--- src/design/fce_pkg.sv ---
// ----------------------------------------------------------------------------
// fce_pkg - shared constants for the field convergence check
// Widths of the Q16.16 datapath, the factor registers and the register map.
// ----------------------------------------------------------------------------
package fce_pkg;

    localparam int Q_W      = 32;               // Q16.16 value width
    localparam int FACT_W   = 24;               // Q8.16 weight width
    localparam int HALF_W   = 16;               // multiplier operand slice
    localparam int PP_W     = FACT_W + HALF_W;  // partial product width
    localparam int PROD_W   = FACT_W + Q_W;     // full weighted difference
    localparam int NUM_HI_W = PROD_W - Q_W;     // dividend bits above quotient
    localparam int DCNT_W   = 5;                // one count per quotient bit

    localparam int CFG_IDX_W = 2;

    localparam logic [CFG_IDX_W-1:0] REG_ABS_FACTOR = 2'd0;
    localparam logic [CFG_IDX_W-1:0] REG_REL_FACTOR = 2'd1;

    localparam logic [FACT_W-1:0] FACT_RESET = 24'h01_0000;  // 1.0
    localparam logic [Q_W-1:0]    ONE_Q16    = 32'h0001_0000;
    localparam logic [Q_W-1:0]    SAT_Q      = 32'hFFFF_FFFF;

endpackage

--- src/design/fce_div.sv ---
// ----------------------------------------------------------------------------
// fce_div - radix-2 restoring divider with saturating 32-bit quotient
// Divides {num_hi, num_lo} by den, one quotient bit per cycle.
// ----------------------------------------------------------------------------
module fce_div
    import fce_pkg::*;
(
    input  logic                aclk,
    input  logic                aresetn,
    input  logic                start,
    input  logic [NUM_HI_W-1:0] num_hi,
    input  logic [Q_W-1:0]      num_lo,
    input  logic [Q_W-1:0]      den,
    output logic                done,
    output logic [Q_W-1:0]      quot
);

    logic              busy_reg;
    logic              done_reg;
    logic [DCNT_W-1:0] cnt_reg;
    logic [Q_W-1:0]    rem_reg;
    logic [Q_W-1:0]    sh_reg;   // dividend bits out at the top, quotient in
    logic [Q_W-1:0]    den_reg;

    logic [Q_W:0]      trial;
    logic              q_bit;
    logic [Q_W-1:0]    rem_next;
    logic              ovf;

    assign trial    = {rem_reg, sh_reg[Q_W-1]};
    assign q_bit    = (trial >= {1'b0, den_reg});
    assign rem_next = q_bit ? Q_W'(trial - {1'b0, den_reg}) : trial[Q_W-1:0];
    // quotient would need more than 32 bits
    assign ovf      = ({{(Q_W-NUM_HI_W){1'b0}}, num_hi} >= den);

    always_ff @(posedge aclk) begin
        if (!aresetn) begin
            busy_reg <= 1'b0;
            done_reg <= 1'b0;
            cnt_reg  <= '0;
        end else begin
            done_reg <= 1'b0;
            if (start) begin
                den_reg <= den;
                if (ovf) begin
                    sh_reg   <= SAT_Q;
                    done_reg <= 1'b1;
                end else begin
                    rem_reg  <= {{(Q_W-NUM_HI_W){1'b0}}, num_hi};
                    sh_reg   <= num_lo;
                    cnt_reg  <= '0;
                    busy_reg <= 1'b1;
                end
            end else if (busy_reg) begin
                rem_reg <= rem_next;
                sh_reg  <= {sh_reg[Q_W-2:0], q_bit};
                cnt_reg <= cnt_reg + 1'b1;
                if (cnt_reg == DCNT_W'(Q_W - 1)) begin
                    busy_reg <= 1'b0;
                    done_reg <= 1'b1;
                end
            end
        end
    end

    assign done = done_reg;
    assign quot = sh_reg;

endmodule

--- config.mk ---
export PLATFORM = sky130hd
export DESIGN_NAME = fce_div
export DESIGN_NICKNAME = d
export VERILOG_FILES = /design/src/design/fce_pkg.sv /design/src/design/fce_div.sv
export SDC_FILE = /design/constraint.sdc
export NUM_CORES = 1
export LEC_CHECK = 0
export ABC_AREA = 1
export BUFFER_PORTS_ARGS = -buffer_cell sky130_fd_sc_hd__buf_2
export CORE_UTILIZATION = 40
export DETAILED_ROUTE_END_ITERATION = 8
export MAX_ROUTING_LAYER = met4
export SYNTH_ARGS = -nofsm -noshare
export SYNTH_HDL_FRONTEND = slang
export SYNTH_SLANG_ARGS = --single-unit
--- constraint.sdc ---
create_clock -name aclk -period 4.7 [get_ports aclk]
set_clock_uncertainty 0.2 [all_clocks]
set_input_delay 0.47 -clock aclk [delete_from_list [all_inputs] [get_ports aclk]]
set_output_delay 0.47 -clock aclk [all_outputs]
set_load 0.01 [all_outputs]
---- Yosys cells after proc, flatten, opt, wreduce, memory -nomap -nowiden ----
Cells that the tools add are included.
storage, ports and cells
  flip-flop bits (word level) ............. 103
  input port bits ......................... 91
  output and inout bits ................... 33
operators by class
  add/subtract/negate cells ............... 2
  magnitude comparators ................... 2
  eq/ne operators ......................... 2
  multiplexer cells ....................... 18
  reduce and logical (&&, ||, !) cells .... 5
operator list
  kind                                                           count
  32-bit 2-to-1 mux                                              7
  33-bit by 32-bit >= comparator with 1-bit output               1
  24-bit by 32-bit >= comparator with 1-bit output               1
  32-bit subtractor                                              1
  5-bit 2-to-1 mux                                               3
  1-bit 2-to-1 mux                                               8
  2-bit AND reduction                                            3
  5-bit by 1-bit adder with 5-bit output, second input constant  1
  5-bit == test, second input constant                           1
  3-bit AND reduction                                            1
  2-bit inequality test, second input constant                   1
  2-bit nonzero test                                             1

---- Depth between registers and ports, before layout ----
Gate-level depths: netlist of the first run.
  depth after elaboration ................. 4
  gate-level depth with buffers ........... 18
  mapped depth without buffers ............ 18

---- Least setup slack after synthesis of the first run ----
Ideal clock, no wire load.
  path type ............................... input -> register
  start point ............................. in den[7]
  end point ............................... reg rem_reg[0], enable pin
  setup time .............................. 0.421 ns
  data arrival time ....................... 2.920 ns
  data required time ...................... 4.079 ns
  setup slack ............................. 1.159 ns
  stages on the path ...................... 12
  buffers on the path ..................... 0
  path through ............................ inv_1 -> ha_1 -> a21o_1 -> nor2_1 -> nand2_1 -> nand2_1 -> nand2_1 -> nand2_1 -> nand2_1 -> nand2_1 -> nand2_1 -> nor2_1
on the way
  longest elaborated chain between the ends .. 3
RTL lines
  item                                              RTL line       text
  from (decl)                                       fce_div.sv:13  input logic [Q_W-1:0] den,
  24-bit by 32-bit >= comparator with 1-bit output  fce_div.sv:34  assign ovf = ({{(Q_W-NUM_HI_W){1'b0}}, num_hi} >= den);
  2-bit inequality test (no line)                   n/a
  3-bit AND reduction (no line)                     n/a
  to (signal assigned)                              fce_div.sv:49  rem_reg <= {{(Q_W-NUM_HI_W){1'b0}}, num_hi};
  to (signal assigned)                              fce_div.sv:55  rem_reg <= rem_next;
  to (decl)                                         fce_div.sv:21  logic [Q_W-1:0] rem_reg;
Every way passes these cells.
A chain may end at the register's enable or synchronous reset.

---- Worst setup path in the final report of the first run ----
  start point ............................. reg rem_reg[27]
  end point ............................... reg rem_reg[28] (data pin)
on the way
  longest elaborated chain between the ends .. 4
RTL lines
  item                                                                                   RTL line                      text
  32-bit subtractor or 33-bit by 32-bit >= comparator with 1-bit output (tied branches)  fce_div.sv:32, fce_div.sv:31
  32-bit 2-to-1 mux (*)                                                                  fce_div.sv:32                 assign rem_next = q_bit ? Q_W'(trial - {1'b0, den_reg}) : trial[Q_W-1:0];
  32-bit 2-to-1 mux (*)                                                                  fce_div.sv:54                 end else if (busy_reg) begin
  32-bit 2-to-1 mux (*)                                                                  fce_div.sv:43                 if (start) begin
Every way passes the cells marked *; elsewhere a longest branch is shown, timed or not. The select of a mux whose other input is x is not followed.

==> report_table.html, run 1 <==
<table>
<tr><th>Metric</th><th>Value</th></tr>
<tr><th colspan="2">Synth</th></tr>
<tr><td>Post-synthesis share of cell area spent on and, or, nand and nor gates</td><td>29.2%</td></tr>
<tr><td>Post-Syn Area per Cell</td><td>7.62 um2</td></tr>
<tr><td>Xor and xnor area share after synthesis</td><td>1.85%</td></tr>
<tr><td>Post-synthesis adder-cell area fraction</td><td>9.83%</td></tr>
<tr><td>Share of synthesized area occupied by flip-flops and latches</td><td>39.8%</td></tr>
<tr><td>Synthesized-area fraction occupied by ao, oa, aoi and oai cells</td><td>8.62%</td></tr>
<tr><td>Post-Syn Instances</td><td>996</td></tr>
<tr><td>Main combinational cell family by area after synthesis</td><td>simple AND/OR/NAND/NOR gates</td></tr>
<tr><td>Synthesized netlist net count</td><td>1146</td></tr>
<tr><td>Number of synthesized register bits</td><td>103</td></tr>
<tr><td>Netlist area before placement</td><td>7590 um2</td></tr>
<tr><td>Share of cell area taken by muxes after synthesis</td><td>0%</td></tr>
<tr><td>Total of warnings raised by yosys</td><td>0</td></tr>
<tr><td>Cell variety after synth</td><td>35</td></tr>
<tr><th colspan="2">Global routing</th></tr>
<tr><td>Initial antenna violation count</td><td>1</td></tr>
<tr><td>Global-route congestion overflow total</td><td>0</td></tr>
<tr><td>Wire length of the first global-routing pass</td><td>32900 um</td></tr>
<tr><td>Vias in the first global route</td><td>6593</td></tr>
<tr><td>Total global-route track usage</td><td>22.1%</td></tr>
<tr><td>Maximum number of pins on one net before global-route repair</td><td>61</td></tr>
<tr><th colspan="2">Setup path</th></tr>
<tr><td>Startpoint type of the worst setup path</td><td>flop</td></tr>
<tr><td>Signal arrival time at the worst endpoint</td><td>3.21 ns</td></tr>
<tr><td>Required @ worst endpoint</td><td>4.62 ns</td></tr>
<tr><td>Cells on worst reg2reg path</td><td>10</td></tr>
<tr><td>Worst setup path category</td><td>reg -&gt; reg</td></tr>
<tr><td>Largest fanout of any net on the critical path</td><td>41</td></tr>
<tr><td>Kind of end point of the critical path</td><td>flop</td></tr>
<tr><td>Timing startpoint of the critical path</td><td>rem_reg[27]</td></tr>
<tr><td>Worst reg2reg startpoint</td><td>rem_reg[27]</td></tr>
<tr><td>R2R Setup Slk</td><td>1.41 ns</td></tr>
<tr><td>Reg2reg end</td><td>rem_reg[28]</td></tr>
<tr><td>Worst Setup EP</td><td>rem_reg[28]</td></tr>
<tr><th colspan="2">STA</th></tr>
<tr><td>Worst-case setup margin in the final layout</td><td>1.41 ns</td></tr>
<tr><td>Post-route clock period utilization</td><td>70.1%</td></tr>
<tr><td>Final slew viol count</td><td>0</td></tr>
<tr><td>Final-report hold violation count</td><td>0</td></tr>
<tr><td>Worst-case headroom to the max-slew limit</td><td>46.5%</td></tr>
<tr><td>Unrepaired setup endpoints after global routing</td><td>no</td></tr>
<tr><td>Setup total negative slack</td><td>0 ns</td></tr>
<tr><td>Worst-Margin Slew</td><td>0.801 ns</td></tr>
<tr><td>Shortest period the worst path allows</td><td>3.29 ns</td></tr>
<tr><td>FMAX</td><td>0.304 GHz</td></tr>
<tr><td>Final count of negative-setup-slack endpoints</td><td>0</td></tr>
<tr><th colspan="2">Drt</th></tr>
<tr><td>Per-cell routed wire length</td><td>14.9 um</td></tr>
<tr><td>Overall routed net length</td><td>20200 um</td></tr>
<tr><td>Detailed-routing iteration count for the pre-antenna-repair pass</td><td>7</td></tr>
<tr><td>Number of violations reported at the end of detailed-routing iteration 0</td><td>348</td></tr>
<tr><td>Vias per cell</td><td>4.97</td></tr>
<tr><td>Number of remaining DRC errors</td><td>0</td></tr>
<tr><td>Total vias in the final route</td><td>6720</td></tr>
<tr><td>Routed Antenna Nets</td><td>0</td></tr>
<tr><th colspan="2">Power</th></tr>
<tr><td>Combinational cell fraction of total power</td><td>29.4%</td></tr>
<tr><td>Net Sw Power</td><td>0.928 mW</td></tr>
<tr><td>Share of power burned in the clock network</td><td>28.7%</td></tr>
<tr><td>Power per unit of standard cell area</td><td>308 nW/um2</td></tr>
<tr><td>Leakage power of the design</td><td>4.35 nW</td></tr>
<tr><td>Switching Fraction</td><td>34.5%</td></tr>
<tr><td>Int Pwr</td><td>1.76 mW</td></tr>
<tr><td>Reg power frac</td><td>41.8%</td></tr>
<tr><td>Maximum vdd ir drop</td><td>0.181 mV</td></tr>
<tr><th colspan="2">Clock tree</th></tr>
<tr><td>Latest clock arrival within the worst-skew pair</td><td>0.37 ns</td></tr>
<tr><td>Setup Fix Bufs, Post-CTS</td><td>0</td></tr>
<tr><td>Resized Gates After CTS</td><td>0</td></tr>
<tr><td>H-tree lvl count</td><td>3</td></tr>
<tr><td>Hold buffers post-CTS</td><td>0</td></tr>
<tr><td>Clock-pin slew on the worst setup and hold paths</td><td>0.08 ns</td></tr>
<tr><td>TritonCTS Buffers</td><td>9</td></tr>
<tr><td>CTS Root Cell</td><td>sky130_fd_sc_hd__clkbuf_16</td></tr>
<tr><td>CTS Sinks</td><td>103</td></tr>
<tr><td>Clock Tree Buf Depth</td><td>2</td></tr>
<tr><td>Clock tree from TritonCTS</td><td>done</td></tr>
<tr><th colspan="2">Placed design</th></tr>
<tr><td>Half-perimeter wire length after detailed placement</td><td>15800 um</td></tr>
<tr><td>Final weighted congestion in routability-driven placement</td><td>0.950</td></tr>
<tr><td>Number of instances in the placed design</td><td>1335</td></tr>
<tr><td>Count of input and output buffers</td><td>123</td></tr>
<tr><td>Setup Slack @ Placement</td><td>1.35 ns</td></tr>
<tr><th colspan="2">Floorplan</th></tr>
<tr><td>Die height</td><td>140 um</td></tr>
<tr><td>Horiz. Die Dim</td><td>140 um</td></tr>
<tr><td>Starting density of the core</td><td>40.7%</td></tr>
<tr><td>Placeable core area</td><td>18600 um2</td></tr>
<tr><td>Die Footprint</td><td>19500 um2</td></tr>
<tr><td>Row count</td><td>50</td></tr>
<tr><td>I/O pin total</td><td>124</td></tr>
<tr><th colspan="2">Finish</th></tr>
<tr><td>Final Net Count</td><td>1262</td></tr>
<tr><td>Fin cells</td><td>1352</td></tr>
<tr><td>Share of layout cells above drive strength 1</td><td>17.4%</td></tr>
<tr><td>Final-layout fill cell count</td><td>1966</td></tr>
<tr><td>Area growth from synthesis to layout</td><td>15.0%</td></tr>
<tr><th colspan="2">Flow run</th></tr>
<tr><td>Number of max-capacitance violations reported</td><td>0</td></tr>
<tr><th colspan="2">Hold path</th></tr>
<tr><td>Startpoint of the worst hold path</td><td>den[3]</td></tr>
<tr><td>Class of the most critical hold timing path</td><td>in -&gt; reg</td></tr>
<tr><th colspan="2">Run status</th></tr>
<tr><td>Status</td><td>finished clean</td></tr>
</table>
cells in the mapped netlist, drive strengths merged:
cell type | n | area, um2
o211ai | 1 | 7.51
buf | 12 | 82.6
nor3 | 8 | 40.0
xor2 | 1 | 8.76
clkbuf | 13 | 48.8
a21boi | 1 | 7.51
o21bai | 1 | 7.51
o21ai | 33 | 165
inv | 181 | 679
nor2 | 81 | 324
nand3b | 24 | 184
nand2 | 268 | 1020
nor4 | 3 | 33.8
ha | 58 | 726
or2 | 31 | 194
a21o | 5 | 37.5
xnor2 | 15 | 131
nand4 | 10 | 62.6
edfxtp | 96 | 2880
dfxtp | 7 | 140
a21oi | 47 | 235
nand3 | 68 | 353
o22ai | 31 | 194
fa | 1 | 20.0
worst min path at each step:
| stage | to | cells after the start |
|---|---|---|
| 2_1_floorplan | cnt_reg[3] | 2 |
| 3_3_place_gp | cnt_reg[4] | 2 |
| 3_5_place_dp | cnt_reg[4] | 2 |
| 4_1_cts | den_reg[28] | 1 |
| 5_1_grt | den_reg[3] | 1 |
| 6_report | den_reg[3] | 1 |
through the flow:
stage	instance area [um2]	total power [mW]	utilization, %	hold WS (ns)
2_1_floorplan	7590	1.72	-	0.239
3_3_place_gp	8420	1.93	45.2	0.257
3_5_place_dp	8420	1.94	45.2	0.265
4_1_cts	8720	2.71	46.8	0.0808
5_1_grt	8730	2.85	46.8	0.0803
6_report	8730	2.69	46.8	0.0871
routing by layer:
metal	global-route usage (%)	vias to the layer above	wire (um)
li1	-	3479	-
met1	28.2	3073	9560
met2	36.1	147	9430
met3	3.06	21	829
met4	7.23	0	340
met5	-	-	0
worst max-delay path, cell delays in order (launching register included):
cell and delay (ns):
sky130_fd_sc_hd__edfxtp_1 0.41, sky130_fd_sc_hd__ha_1 0.38, sky130_fd_sc_hd__a21o_1 0.23, sky130_fd_sc_hd__nor2_1 0.17, sky130_fd_sc_hd__inv_1 0.07, sky130_fd_sc_hd__a21oi_1 0.12
sky130_fd_sc_hd__nand2_1 0.10, sky130_fd_sc_hd__nor2_4 0.54, sky130_fd_sc_hd__nand2_4 0.47, sky130_fd_sc_hd__o21ai_1 0.26, sky130_fd_sc_hd__nor2_1 0.06
placed cells by master, fill, tap and decap left out, types with 2 or more instances in the layout:
master,instances
sky130_fd_sc_hd__edfxtp_1,96
sky130_fd_sc_hd__xnor2_1,15
sky130_fd_sc_hd__nand4_1,10
sky130_fd_sc_hd__a21oi_1,47
sky130_fd_sc_hd__o22ai_1,31
sky130_fd_sc_hd__o21ai_1,9
sky130_fd_sc_hd__dfxtp_1,7
sky130_fd_sc_hd__ha_1,58
sky130_fd_sc_hd__buf_4,7
sky130_fd_sc_hd__clkbuf_16,9
sky130_fd_sc_hd__buf_2,123
sky130_fd_sc_hd__o21ai_0,24
sky130_fd_sc_hd__nand3_1,67
sky130_fd_sc_hd__nand2_1,263
sky130_fd_sc_hd__inv_8,3
sky130_fd_sc_hd__nor4_1,2
sky130_fd_sc_hd__nand3b_1,23
sky130_fd_sc_hd__inv_1,179
sky130_fd_sc_hd__nor3_1,8
sky130_fd_sc_hd__nor2_2,7
sky130_fd_sc_hd__nand2_2,4
sky130_fd_sc_hd__nor2_1,73
sky130_fd_sc_hd__or2_2,31
sky130_fd_sc_hd__clkinv_4,2
sky130_fd_sc_hd__a21o_1,5
cells by family after synthesis:
kind of cell | after synthesis
adder cells (fa/ha/maj) | 59
buffers and inverters | 206
flip-flops | 103
AO/OA/AOI/OAI | 119
AND/OR/NAND/NOR | 493
XOR/XNOR | 16
power groups by stage:
stage | Sequential, mW | Clock, mW | Combinational (mW)
2_1_floorplan | 1.15 | 0 | 0.571
3_3_place_gp | 1.15 | 0 | 0.787
3_5_place_dp | 1.14 | 0 | 0.792
4_1_cts | 1.13 | 0.786 | 0.795
5_1_grt | 1.13 | 0.814 | 0.903
6_report | 1.13 | 0.774 | 0.792
final cells by class:
type / instances / area (um2) / area share, %
antenna: 1 / 2.50 / 0.0287
clock buffer: 9 / 225 / 2.58
clock inverter: 7 / 75.1 / 0.860
inverter: 181 / 679 / 7.79
multi-input combinational: 687 / 3760 / 43.1
sequential: 103 / 3020 / 34.6
tap: 234 / 293 / 3.36
timing repair buffer: 130 / 668 / 7.66
No activity file was read; power rests on OpenSTA's default activity.
==> run 2, diff against run 1 <==
clock period = 3.1 ns   (was 4.7 ns; I/O delays follow)
==> run 2 against run 1 <==
Against the previous run: first-iteration DRC count up 4.3%; core utilization up 2.0 points; non-clock buffer count up 36; power up 54%; sequential share of layout area down 1.4 points; clock power up 51%; via count up 1.9%; wire length up 1.5%; cell count up 2.6%; sequential power up 50%; hold slack worse by 0.075 ns; critical endpoint is now rem_reg[25].
==> report_table.html, run 2 (synthesis gave the netlist of run 1 again) <==
<table>
<tr><th>Metric</th><th>Value</th></tr>
<tr><th colspan="2">Run status</th></tr>
<tr><td>Status</td><td>finished clean</td></tr>
<tr><th colspan="2">Setup path</th></tr>
<tr><td>Most used cell, CP</td><td>sky130_fd_sc_hd__nand2_1</td></tr>
<tr><td>Worst setup path category</td><td>in -&gt; reg</td></tr>
<tr><td>Kind of end point of the critical path</td><td>flop</td></tr>
<tr><td>Required @ worst endpoint</td><td>2.94 ns</td></tr>
<tr><td>Worst path max stage delay</td><td>0.53 ns</td></tr>
<tr><td>Startpoint type of the worst setup path</td><td>primary input</td></tr>
<tr><td>Largest fanout of any net on the critical path</td><td>32</td></tr>
<tr><td>Worst path slowest cell</td><td>sky130_fd_sc_hd__dlygate4sd3_1</td></tr>
<tr><td>Cell Chain, Critical Path</td><td>dlygate4sd3_1 &gt; buf_2 &gt; inv_1 &gt; ha_1 &gt; a21o_1 &gt; nor2_1 &gt; nand2_1 &gt; nand2_1 &gt; nand2_1 &gt; nand2_1 &gt; nand2_1 &gt; nand2_1 &gt; nand2_1 &gt; nor2_2 &gt; buf_12</td></tr>
<tr><td>Signal arrival time at the worst endpoint</td><td>2.73 ns</td></tr>
<tr><th colspan="2">Clock tree</th></tr>
<tr><td>Clock Tree Buf Depth</td><td>2</td></tr>
<tr><td>Clock tree from TritonCTS</td><td>done</td></tr>
<tr><td>H-tree lvl count</td><td>3</td></tr>
<tr><td>TritonCTS Buffers</td><td>9</td></tr>
<tr><td>Clock-pin slew on the worst setup and hold paths</td><td>0.08 ns</td></tr>
<tr><td>CTS Sinks</td><td>103</td></tr>
<tr><td>CTS Root Cell</td><td>sky130_fd_sc_hd__clkbuf_16</td></tr>
<tr><td>Latest clock arrival within the worst-skew pair</td><td>0.36 ns</td></tr>
<tr><th colspan="2">Floorplan</th></tr>
<tr><td>Die height</td><td>140 um</td></tr>
<tr><td>Row count</td><td>50</td></tr>
<tr><td>Placeable core area</td><td>18600 um2</td></tr>
<tr><td>Starting density of the core</td><td>40.7%</td></tr>
<tr><td>I/O pin total</td><td>124</td></tr>
<tr><td>Die Footprint</td><td>19500 um2</td></tr>
<tr><td>Horiz. Die Dim</td><td>140 um</td></tr>
<tr><th colspan="2">Finish</th></tr>
<tr><td>Most frequent standard cell in the layout excluding fill and tap cells</td><td>sky130_fd_sc_hd__nand2_1</td></tr>
<tr><td>Share of the core filled with cells in the final layout</td><td>48.8%</td></tr>
<tr><td>Final Net Count</td><td>1298</td></tr>
<tr><td>Share of layout cells above drive strength 1</td><td>17.2%</td></tr>
<tr><td># diodes</td><td>0</td></tr>
<tr><td>Fin cells</td><td>1387</td></tr>
<tr><td>Leading cell types in the layout, fill and taps excluded</td><td>263 x sky130_fd_sc_hd__nand2_1, 179 x sky130_fd_sc_hd__inv_1, 123 x sky130_fd_sc_hd__buf_2</td></tr>
<tr><td>Area growth from synthesis to layout</td><td>19.9%</td></tr>
<tr><th colspan="2">Power</th></tr>
<tr><td>Power per unit of standard cell area</td><td>454 nW/um2</td></tr>
<tr><td>Switching Fraction</td><td>34.4%</td></tr>
<tr><td>Int Pwr</td><td>2.71 mW</td></tr>
<tr><td>Share of power burned in the clock network</td><td>28.3%</td></tr>
<tr><td>Leakage power of the design</td><td>4.51 nW</td></tr>
<tr><td>Combinational cell fraction of total power</td><td>30.5%</td></tr>
<tr><td>Net Sw Power</td><td>1.42 mW</td></tr>
<tr><td>Maximum vdd ir drop</td><td>0.278 mV</td></tr>
<tr><td>Reg power frac</td><td>41.2%</td></tr>
<tr><th colspan="2">Flow run</th></tr>
<tr><td>Number of max-capacitance violations reported</td><td>0</td></tr>
<tr><th colspan="2">STA</th></tr>
<tr><td>Worst-case setup margin in the final layout</td><td>0.211 ns</td></tr>
<tr><td>Shortest period the worst path allows</td><td>2.89 ns</td></tr>
<tr><td>Unrepaired setup endpoints after global routing</td><td>no</td></tr>
<tr><td>Tightest hold margin</td><td>0.0117 ns</td></tr>
<tr><td>Worst-Margin Slew</td><td>0.701 ns</td></tr>
<tr><td>FMAX</td><td>0.346 GHz</td></tr>
<tr><td>Setup total negative slack</td><td>0 ns</td></tr>
<tr><td>Worst-case headroom to the max-slew limit</td><td>53.2%</td></tr>
<tr><td>Post-route clock period utilization</td><td>93.2%</td></tr>
<tr><td>Final-report hold violation count</td><td>0</td></tr>
<tr><td>Final slew viol count</td><td>0</td></tr>
<tr><td>Final count of negative-setup-slack endpoints</td><td>0</td></tr>
<tr><th colspan="2">Global routing</th></tr>
<tr><td>Maximum number of pins on one net before global-route repair</td><td>62</td></tr>
<tr><td>Total global-route track usage</td><td>22.4%</td></tr>
<tr><td>Initial antenna violation count</td><td>0</td></tr>
<tr><td>Wire length of the first global-routing pass</td><td>33600 um</td></tr>
<tr><td>Global-route congestion overflow total</td><td>0</td></tr>
<tr><td>Vias in the first global route</td><td>6754</td></tr>
<tr><th colspan="2">Drt</th></tr>
<tr><td>Total vias in the final route</td><td>6851</td></tr>
<tr><td>Detailed-routing iteration count for the pre-antenna-repair pass</td><td>4</td></tr>
<tr><td>Number of violations reported at the end of detailed-routing iteration 0</td><td>363</td></tr>
<tr><td>Routed Antenna Nets</td><td>0</td></tr>
<tr><td>Number of remaining DRC errors</td><td>0</td></tr>
<tr><td>Overall routed net length</td><td>20500 um</td></tr>
<tr><td>Per-cell routed wire length</td><td>14.8 um</td></tr>
<tr><td>Vias per cell</td><td>4.94</td></tr>
<tr><th colspan="2">Placed design</th></tr>
<tr><td>Half-perimeter wire length after detailed placement</td><td>15600 um</td></tr>
<tr><td>Final weighted congestion in routability-driven placement</td><td>0.914</td></tr>
<tr><td>Count of input and output buffers</td><td>123</td></tr>
<tr><td>Setup Slack @ Placement</td><td>0.319 ns</td></tr>
<tr><td>Number of instances in the placed design</td><td>1339</td></tr>
<tr><th colspan="2">Hold path</th></tr>
<tr><td>Class of the most critical hold timing path</td><td>in -&gt; reg</td></tr>
</table>
[run 2: changes by cell type in the layout (fill, tap and decap cells not counted), sizes merged]
cell	change
buf	+4
clkinvlp	+1
clkinv	-1
diode	-1
dlygate4sd3	+32
[run 2: path summary, 6_finish.rpt]
path	startpoint	end	slack, ns	cells after the start
worst min register to register	cnt_reg[3]	cnt_reg[3]	0.27	2
worst max register to register	quot[31]	rem_reg[18]	0.28	15
worst min-delay path	aresetn	cnt_reg[3]	0.01	3
worst max-delay path	den[7]	rem_reg[25]	0.21	15
[run 2: per-layer routing]
| metal | GRT usage, % | part of all wire [%] | vias up |
|---|---|---|---|
| met5 | - | 0 | - |
| met4 | 5.61 | 1.4 | 0 |
| met3 | 2.44 | 3.7 | 17 |
| met2 | 36.4 | 46 | 144 |
| met1 | 29.9 | 49 | 3142 |
| li1 | - | - | 3548 |
[run 2: critical path, delay by kind of cell]
| family | cells | cell delay [ns] |
|---|---|---|
| AND/OR/NAND/NOR | 9 | 1.03 |
| buffers and inverters | 4 | 0.92 |
| adder cells (fa/ha/maj) | 1 | 0.28 |
| AO/OA/AOI/OAI | 1 | 0.19 |
[run 2: cell type report]
type | count | area [um2]
tap | 234 | 293
clock buffer | 9 | 225
timing repair buffer | 166 | 1040
inverter | 181 | 679
multi-input combinational | 687 | 3760
clock inverter | 7 | 76.3
sequential | 103 | 3020
fill | 1869 | 9540
[run 2: per-stage QoR]
| stage | total power, mW | cell area [um2] |
|---|---|---|
| final | 4.13 | 9100 |
| after CTS | 4.16 | 9100 |
| after global routing | 4.40 | 9100 |
| after global placement | 2.95 | 8480 |
| after floorplan | 2.60 | 7590 |
| after detailed placement | 2.96 | 8480 |
[run 2: power by group through the flow]
stage | combinational (mW) | clock [mW] | sequential (mW)
finish | 1.26 | 1.17 | 1.70
global placement | 1.22 | 0 | 1.73
CTS | 1.26 | 1.19 | 1.70
global route | 1.44 | 1.25 | 1.72
detailed placement | 1.23 | 0 | 1.73
floorplan | 0.865 | 0 | 1.74
[run 2: what timing repair did]
| action | in CTS | in global routing |
|---|---|---|
| hold buffers | 32 | 0 |
| gates resized for setup | 0 | 0 |
| hold endpoints to repair | 32 | 0 |
| setup buffers | 0 | 0 |
==> run 3, diff against run 2 <==
BUFFER_PORTS_ARGS = not set   (was -buffer_cell sky130_fd_sc_hd__buf_2)
DONT_BUFFER_PORTS = 1   (was not set)
==> run 3 against run 2 <==
Against the previous run: first-iteration DRC count shrank 6.6%; sequential power hardly changed; wire length decreased by 0.49%; via count fell by 4.9%; cell count fell by 6.8%.
==> report_table.html, run 3 (synthesis gave the netlist of run 1 again) <==
<table>
<tr><th>Metric</th><th>Value</th></tr>
<tr><th colspan="2">Setup path</th></tr>
<tr><td>Signal arrival time at the worst endpoint</td><td>2.80 ns</td></tr>
<tr><td>Largest fanout of any net on the critical path</td><td>4</td></tr>
<tr><td>Cells on worst reg2reg path</td><td>15</td></tr>
<tr><td>Worst Setup EP</td><td>rem_reg[18]</td></tr>
<tr><td>Worst setup path category</td><td>reg -&gt; reg</td></tr>
<tr><td>Reg2reg end</td><td>rem_reg[18]</td></tr>
<tr><td>Worst path max stage delay</td><td>0.43 ns</td></tr>
<tr><td>Kind of end point of the critical path</td><td>flop</td></tr>
<tr><td>Most used cell, CP</td><td>sky130_fd_sc_hd__nand2_1</td></tr>
<tr><td>Cell Chain, Critical Path</td><td>inv_1 &gt; ha_1 &gt; fa_1 &gt; o21ai_2 &gt; nand2_1 &gt; nand2_1 &gt; nand2_1 &gt; nand2_1 &gt; nand2_1 &gt; nand2_1 &gt; nand2_1 &gt; nand2_1 &gt; nand2_1 &gt; nand3_1 &gt; nand2_1</td></tr>
<tr><td>Timing startpoint of the critical path</td><td>quot[31]</td></tr>
<tr><td>R2R Setup Slk</td><td>0.21 ns</td></tr>
<tr><td>Worst path slowest cell</td><td>sky130_fd_sc_hd__fa_1</td></tr>
<tr><td>Startpoint type of the worst setup path</td><td>flop</td></tr>
<tr><td>Required @ worst endpoint</td><td>3.02 ns</td></tr>
<tr><td>Worst reg2reg startpoint</td><td>quot[31]</td></tr>
<tr><th colspan="2">Finish</th></tr>
<tr><td>Final Net Count</td><td>1202</td></tr>
<tr><td>Most frequent standard cell in the layout excluding fill and tap cells</td><td>sky130_fd_sc_hd__nand2_1</td></tr>
<tr><td>Leading cell types in the layout, fill and taps excluded</td><td>263 x sky130_fd_sc_hd__nand2_1, 179 x sky130_fd_sc_hd__inv_1, 96 x sky130_fd_sc_hd__edfxtp_1</td></tr>
<tr><td>Final instance area</td><td>8770 um2</td></tr>
<tr><td>Register Area</td><td>3020 um2</td></tr>
<tr><td>Final-layout fill cell count</td><td>1904</td></tr>
<tr><td>Share of layout cells above drive strength 1</td><td>7.10%</td></tr>
<tr><td>Area growth from synthesis to layout</td><td>15.5%</td></tr>
<tr><td>Multi-input gate area</td><td>3760 um2</td></tr>
<tr><th colspan="2">STA</th></tr>
<tr><td>Tightest hold margin</td><td>0.0270 ns</td></tr>
<tr><td>Shortest period the worst path allows</td><td>2.89 ns</td></tr>
<tr><td>Final-report hold violation count</td><td>0</td></tr>
<tr><td>Unrepaired setup endpoints after global routing</td><td>no</td></tr>
<tr><td>FMAX</td><td>0.347 GHz</td></tr>
<tr><td>Final slew viol count</td><td>0</td></tr>
<tr><td>Worst-Margin Slew</td><td>0.471 ns</td></tr>
<tr><td>Post-route clock period utilization</td><td>93.1%</td></tr>
<tr><td>Worst-case headroom to the max-slew limit</td><td>68.6%</td></tr>
<tr><td>Setup total negative slack</td><td>0 ns</td></tr>
<tr><td>Final count of negative-setup-slack endpoints</td><td>0</td></tr>
<tr><th colspan="2">Placed design</th></tr>
<tr><td>Post-placement cell area</td><td>7840 um2</td></tr>
<tr><td>Final weighted congestion in routability-driven placement</td><td>0.954</td></tr>
<tr><td>Half-perimeter wire length after detailed placement</td><td>15100 um</td></tr>
<tr><td>Count of input and output buffers</td><td>0</td></tr>
<tr><th colspan="2">Drt</th></tr>
<tr><td>Number of remaining DRC errors</td><td>0</td></tr>
<tr><td>Per-cell routed wire length</td><td>15.8 um</td></tr>
<tr><td>Detailed-routing iteration count for the pre-antenna-repair pass</td><td>5</td></tr>
<tr><td>Number of violations reported at the end of detailed-routing iteration 0</td><td>339</td></tr>
<tr><td>Overall routed net length</td><td>20400 um</td></tr>
<tr><td>Vias per cell</td><td>5.04</td></tr>
<tr><td>Total vias in the final route</td><td>6512</td></tr>
<tr><td>Routed Antenna Nets</td><td>0</td></tr>
<tr><th colspan="2">Floorplan</th></tr>
<tr><td>Horiz. Die Dim</td><td>140 um</td></tr>
<tr><td>Placeable core area</td><td>18600 um2</td></tr>
<tr><td>Die height</td><td>140 um</td></tr>
<tr><td>Die Footprint</td><td>19500 um2</td></tr>
<tr><td>Row count</td><td>50</td></tr>
<tr><td>Starting density of the core</td><td>40.7%</td></tr>
<tr><td>I/O pin total</td><td>124</td></tr>
<tr><th colspan="2">Clock tree</th></tr>
<tr><td>Clock Tree Buf Depth</td><td>2</td></tr>
<tr><td>CTS Root Cell</td><td>sky130_fd_sc_hd__clkbuf_16</td></tr>
<tr><td>Setup Fix Bufs, Post-CTS</td><td>0</td></tr>
<tr><td>Clock-pin slew on the worst setup and hold paths</td><td>0.08 ns</td></tr>
<tr><td>Clock tree from TritonCTS</td><td>done</td></tr>
<tr><td>Latest clock arrival within the worst-skew pair</td><td>0.36 ns</td></tr>
<tr><td>TritonCTS Buffers</td><td>9</td></tr>
<tr><td>H-tree lvl count</td><td>3</td></tr>
<tr><td>CTS Sinks</td><td>103</td></tr>
<tr><th colspan="2">Global routing</th></tr>
<tr><td>Maximum number of pins on one net before global-route repair</td><td>56</td></tr>
<tr><td>Total global-route track usage</td><td>22.5%</td></tr>
<tr><td>Initial antenna violation count</td><td>1</td></tr>
<tr><td>Vias in the first global route</td><td>6625</td></tr>
<tr><td>Wire length of the first global-routing pass</td><td>33400 um</td></tr>
<tr><td>Global-route congestion overflow total</td><td>0</td></tr>
<tr><th colspan="2">Power</th></tr>
<tr><td>Maximum vdd ir drop</td><td>0.261 mV</td></tr>
<tr><td>Power per unit of standard cell area</td><td>462 nW/um2</td></tr>
<tr><td>Leakage power of the design</td><td>4.15 nW</td></tr>
<tr><th colspan="2">Hold path</th></tr>
<tr><td>Class of the most critical hold timing path</td><td>in -&gt; reg</td></tr>
<tr><th colspan="2">Flow run</th></tr>
<tr><td>Number of max-capacitance violations reported</td><td>0</td></tr>
<tr><th colspan="2">Run status</th></tr>
<tr><td>Status</td><td>finished clean</td></tr>
</table>
run 3: timing repair:
item	4_1_cts	5_1_grt
resized for setup	0	1
hold buffers	61	0
endpoints found under the setup margin	0	1
endpoints found under the hold margin	90	0
run 3: through the flow:
stage               worst slack, ns  util, %  total power, mW  std cells
global route                 0.0300     47.0             4.31       1292
detailed placement            0.160     42.0             2.84       1214
CTS                           0.131     47.0             4.08       1291
finish                        0.214     47.0             4.05       1292
floorplan                     0.244        -             2.60        996
global placement              0.182     42.0             2.83       1214
run 3: how the worst min path moves through the flow:
stage / startpoint / slack [ns] / depth (start not counted) / endpoint
after floorplan: den[0] / 0.21 / 0 / den_reg[0]
after global placement: den[31] / 0.21 / 0 / den_reg[31]
after detailed placement: den[25] / 0.21 / 0 / den_reg[25]
after CTS: aresetn / 0.0002 / 2 / cnt_reg[1]
after global routing: num_lo[14] / 0.03 / 3 / quot[14]
final: aresetn / 0.03 / 2 / cnt_reg[1]
run 3: worst max-delay path, delay by kind of cell, from the launching register on:
family | cells | cell delay (ns)
AND/OR/NAND/NOR | 11 | 1.00
AO/OA/AOI/OAI | 1 | 0.27
buffers and inverters | 1 | 0.09
adder cells (fa/ha/maj) | 2 | 0.66
flip-flops | 1 | 0.42
run 3: layout make-up:
type	instances	share of cell area, %
diodes	1	0.0285
clock buffers	9	2.57
clock inverters	7	0.842
inverters	181	7.75
multi-input cells	687	42.9
flip-flops and latches	103	34.5
well taps	234	3.34
repair buffers	70	8.08
run 3: metal layers:
metal  vias to the layer above  GRT usage (%)  part of all wire, %
met5                         -              -                    0
met4                         0           5.32                  1.1
met3                        17           3.82                  5.1
met2                       158           37.2                   47
met1                      2981           28.6                   47
li1                       3356              -                    -
run 3: power breakdown:
group | total, mW | internal [mW] | switching [mW]
combinational | 1.17 | 0.450 | 0.719
sequential | 1.72 | 1.66 | 0.0673
clock | 1.16 | 0.572 | 0.587
